## src/cv3_pkg.sv

```systemverilog
// Shared types and constants of the 3x3 image filter unit.
// No dependencies; imported by every other file of the unit.
package cv3_pkg;

   localparam int PIX_W      = 8;
   localparam int COL_W      = 10;
   localparam int ROW_W      = 12;
   localparam int WIN_N      = 9;
   localparam int CSR_IDX_W  = 2;
   localparam int CSR_DATA_W = 12;

   localparam int MAX_LINE_DEFAULT = 1024;
   localparam int LINE_CAP         = 1024;
   localparam int WIDTH_CAP        = 1022;
   localparam int HEIGHT_CAP       = 4094;
   localparam int WIDTH_RESET      = 640;
   localparam int HEIGHT_RESET     = 480;
   localparam int FIRST_OUT        = 2;

   // Reciprocals scaled by 2^16, rounded up; exact for the sum ranges involved.
   localparam int RECIP_SHIFT  = 16;
   localparam int SMOOTH_RECIP = 7282;
   localparam int SHARP_RECIP  = 21846;
   localparam int SAT_MAX      = 255;

   typedef logic [PIX_W-1:0] pixel_type;
   typedef pixel_type [WIN_N-1:0] window_type;

   typedef enum logic [1:0] {
      MODE_SMOOTH,
      MODE_BLUR,
      MODE_SHARPEN,
      MODE_MEAN_REMOVAL
   } filter_mode_type;

   typedef enum logic [CSR_IDX_W-1:0] {
      CSR_FILTER_MODE,
      CSR_IMAGE_WIDTH,
      CSR_IMAGE_HEIGHT
   } csr_index_type;

   typedef struct packed {
      logic      en;
      pixel_type above_data;
      pixel_type two_above_data;
   } lb_write_type;

endpackage

```

## src/cv3_kernel.sv

```systemverilog
// Weighted 3x3 sum, constant division and clamp for the four kernels.
// Purely combinational; uses cv3_pkg.
module cv3_kernel (
   input  cv3_pkg::window_type      win,
   input  cv3_pkg::filter_mode_type mode,
   output cv3_pkg::pixel_type       result
);
   import cv3_pkg::*;

   logic [9:0]         corners;
   logic [9:0]         cross_sum;
   logic [11:0]        sum_all;
   logic [11:0]        ring;
   logic [11:0]        blur_sum;
   logic [24:0]        smooth_prod;
   logic signed [12:0] sharp_v;
   logic [26:0]        sharp_prod;
   logic [9:0]         sharp_q;
   logic signed [12:0] mean_v;

   always_comb begin
      corners     = 10'(win[0]) + 10'(win[2]) + 10'(win[6]) + 10'(win[8]);
      cross_sum   = 10'(win[1]) + 10'(win[3]) + 10'(win[5]) + 10'(win[7]);
      sum_all     = 12'(corners) + 12'(cross_sum) + 12'(win[4]);
      ring        = sum_all - 12'(win[4]);
      blur_sum    = 12'(corners) + {1'b0, cross_sum, 1'b0} + {2'b0, win[4], 2'b0};
      smooth_prod = 25'(sum_all) * 25'(SMOOTH_RECIP);
      sharp_v     = $signed(13'(win[4])) * 13'sd11 - $signed({2'b0, cross_sum, 1'b0});
      sharp_prod  = 27'(sharp_v[11:0]) * 27'(SHARP_RECIP);
      sharp_q     = sharp_prod[RECIP_SHIFT +: 10];
      mean_v      = $signed(13'(win[4])) * 13'sd9 - $signed({1'b0, ring});
   end

   always_comb begin
      case (mode)
         MODE_SMOOTH: begin
            result = smooth_prod[RECIP_SHIFT +: PIX_W];
         end
         MODE_BLUR: begin
            result = blur_sum[11:4];
         end
         MODE_SHARPEN: begin
            if (sharp_v < 13'sd0) begin
               result = '0;
            end else if (sharp_q > 10'(SAT_MAX)) begin
               result = PIX_W'(SAT_MAX);
            end else begin
               result = sharp_q[PIX_W-1:0];
            end
         end
         MODE_MEAN_REMOVAL: begin
            if (mean_v < 13'sd0) begin
               result = '0;
            end else if (mean_v > 13'sd255) begin
               result = PIX_W'(SAT_MAX);
            end else begin
               result = mean_v[PIX_W-1:0];
            end
         end
         default: begin
            result = '0;
         end
      endcase
   end

endmodule

```

## config.mk

```make
export PLATFORM = sky130hd
export DESIGN_NAME = cv3_kernel
export DESIGN_NICKNAME = d
export VERILOG_FILES = /design/src/cv3_pkg.sv /design/src/cv3_kernel.sv
export SDC_FILE = /design/constraint.sdc
export NUM_CORES = 1
export LEC_CHECK = 0
export ABC_CLOCK_PERIOD_IN_PS = 32100
export BUFFER_PORTS_ARGS = -buffer_cell sky130_fd_sc_hd__buf_2
export CAP_MARGIN = 40
export CORE_ASPECT_RATIO = 2
export CORE_MARGIN = 2
export CORE_UTILIZATION = 55
export DETAILED_ROUTE_END_ITERATION = 8
export PLACE_DENSITY = 0.74
export REMOVE_ABC_BUFFERS = 1
export SETUP_SLACK_MARGIN = 0.1
export SLEW_MARGIN = 25
export SYNTH_ARGS = -nofsm -noshare
export SYNTH_HDL_FRONTEND = slang
export SYNTH_SLANG_ARGS = --single-unit
```

## constraint.sdc

```tcl
create_clock -name vclk -period 32.1
set_clock_uncertainty 0.05 [all_clocks]
set_input_delay 3.21 -clock vclk [all_inputs]
set_output_delay 3.21 -clock vclk [all_outputs]
set_load 0.05 [all_outputs]
```

==> results.md <==
- Setup TNS: 0 ns
- First-pass detailed-route iteration total: 4
- Sequential cell area: 0 um2
- Share of the synthesized area in the top cell type: 31.7%
- GRT Total Usage: 22.0%
- Grt total ovfl: 0
- Io pins: 82
- Fmax achieved: 0.0591 GHz
- Post-Syn Area: 9510 um2
- Synth top area cells: ha_1, fa_1, inv_1
- DR vias: 7247
- Met3 usage: 0.0735%
- GRT met2 Usage: 42.4%
- CP Data Required Time: 28.84 ns
- Hold Path Depth: 3
- RSZ-0062 raised after global routing: false
- Crit Path Category: in -> out
- CP most frequent cell: inv_1
- Crit path max fanout: 5
- # nets final: 1595
- CP max-delay cell: fa_1
- Crit-path max cell delay: 0.59 ns
- # port buffers: 82
- DPL Wire Length: 18.8 mm
- Pin count of the biggest net entering global routing: 11
- Die area: 18400 um2
- Ant diodes: 0
- Initial core utilization: 55.6%
- Drt total wl: 19.8 mm
- Core Box Area: 17100 um2
- Layout clock buffer count: 0
- Least-Margin Pin Slew: 0.717 ns
- Commonest cells after routing, fill and taps aside: inv_1, ha_1, fa_1
- Sequential fraction of the synthesis area: 0%
- Largest family of logic cells by synthesized area: adder cells
- Yosys cell types: 70
- GRT met1 Usage: 28.3%
- Cell Rows: 68
- Hold path startpoint: mode[1]
- Compound-Gate Fraction of Synth Area: 13.3%
- Critical Path Sink Type: primary output
- Cts hold-fix bufs: 0
- Final Hold Viols: 0
- Setup Viol. Count Final: 0
- Post-synthesis cell count: 1059
- Simple-Gate Fraction of Synth Area: 7.45%
- Crit path launch: win[10]
- Cell taking the most area after synthesis: ha_1
- Relative slew slack: 50.9%
- Detailed router's first-iteration violation count: 259
- First-pass GRT wire length: 34.1 mm
- Max-slew violations: 0
- GPL Wtd Cong: 0.925
- Number of remaining DRC errors: 0
- Antenna violations before repair: 0
- Fraction of synthesized area in multiplexers: 0.105%
- Adder-cell area share of the yosys netlist: 61.0%
- Most Crowded Layer GR: met2
- CP startpoint kind: primary input
- Seq Cell Count: 0
- Synth-to-Final Area Change: 6.89%
- Post-CTS Resized: 0
- Via/cell ratio: 5.37
- Share of layout cells above drive strength 1: 9.04%
- Post-synthesis xor/xnor area fraction: 6.21%
- Post-detailed-route count of antenna-violating nets: 0
- WL per Instance: 14.7 um
- Worst Setup EP: result[5]
- Most common cell after layout, fill and taps aside: inv_1
- Post-CTS Setup Bufs: 0
- Outcome: completed
- Arr. time, crit path: 13.66 ns
- Syn_area_per_cell: 8.98 um2
- Tmin final: 16.92 ns
- Vias in the first global route: 7609
- Ys Warns: 0
- DIE HEIGHT: 190 um
- Hold Crit Class: in -> out
- Max Cap Viol: 0
- Final worst path period share: 52.7%
- Width of the die: 97.0 um
## how the worst min path moves through the flow
stage                      to  slack [ns]
finish              result[1]        6.90
global route        result[1]        6.93
CTS                 result[1]        6.90
detailed placement  result[1]        6.90
global placement    result[1]        6.90
floorplan           result[5]        6.69
## critical path, delay by kind of cell
| family | cells | cell delay [ns] |
|---|---|---|
| buffers and inverters | 10 | 0.79 |
| and+or+nand+nor | 4 | 0.65 |
| xor gates and xnor gates | 1 | 0.26 |
| adders and majority gates | 13 | 5.79 |
| AOI/OAI and AO/OA | 13 | 2.93 |
## stage by stage
stage,util (%),setup slack (ns),cell area [um2],instances,hold WS [ns]
after floorplan,-,15.68,9490,1057,6.69
after global placement,59.5,15.51,10200,1349,6.90
after detailed placement,59.5,15.18,10200,1349,6.90
after CTS,59.5,15.16,10200,1349,6.90
after global routing,59.5,14.64,10200,1349,6.93
final,59.5,15.18,10200,1349,6.90
## synthesized netlist by cell type, types with 3 or more instances
cell type    n
fa_1       139
and3_1       4
nand2b_1    10
o21ai_1      7
nand2_1     18
ha_1       241
o211ai_1    10
a211o_1      3
or3_1        9
o21bai_1    11
xnor2_1     46
nand3_1     10
nand4_1      7
xor2_1      17
nor2b_1      9
a31oi_1      5
a21oi_1     46
o21a_1       8
or2_2        3
o21ai_0     21
o211a_1      3
a21o_1      17
inv_1      298
nor3_1       8
nor2_1      36
a211oi_1     8
a41o_1       4
## per-layer routing
layer  vias up  wire length [um]
li1       3626                 -
met1      3450              8750
met2       153             10200
met3        18               468
met4         0               361
met5         -                 0
## cells by family after synthesis
kind of cell	Yosys count
simple gates	132
buf+inv	300
fa+ha+maj	380
compound gates	181
mux	1
xor+xnor	65
## layout make-up
cell class                 instances  area, um2
fill                            1508       6930
inverter                         298       1120
multi-input combinational        759       8380
tap                              210        263
timing repair buffer              82        410
Power is left out: the tool's default activity adds up to more than one toggle a clock period on the data nets, which glitch-free logic cannot reach.
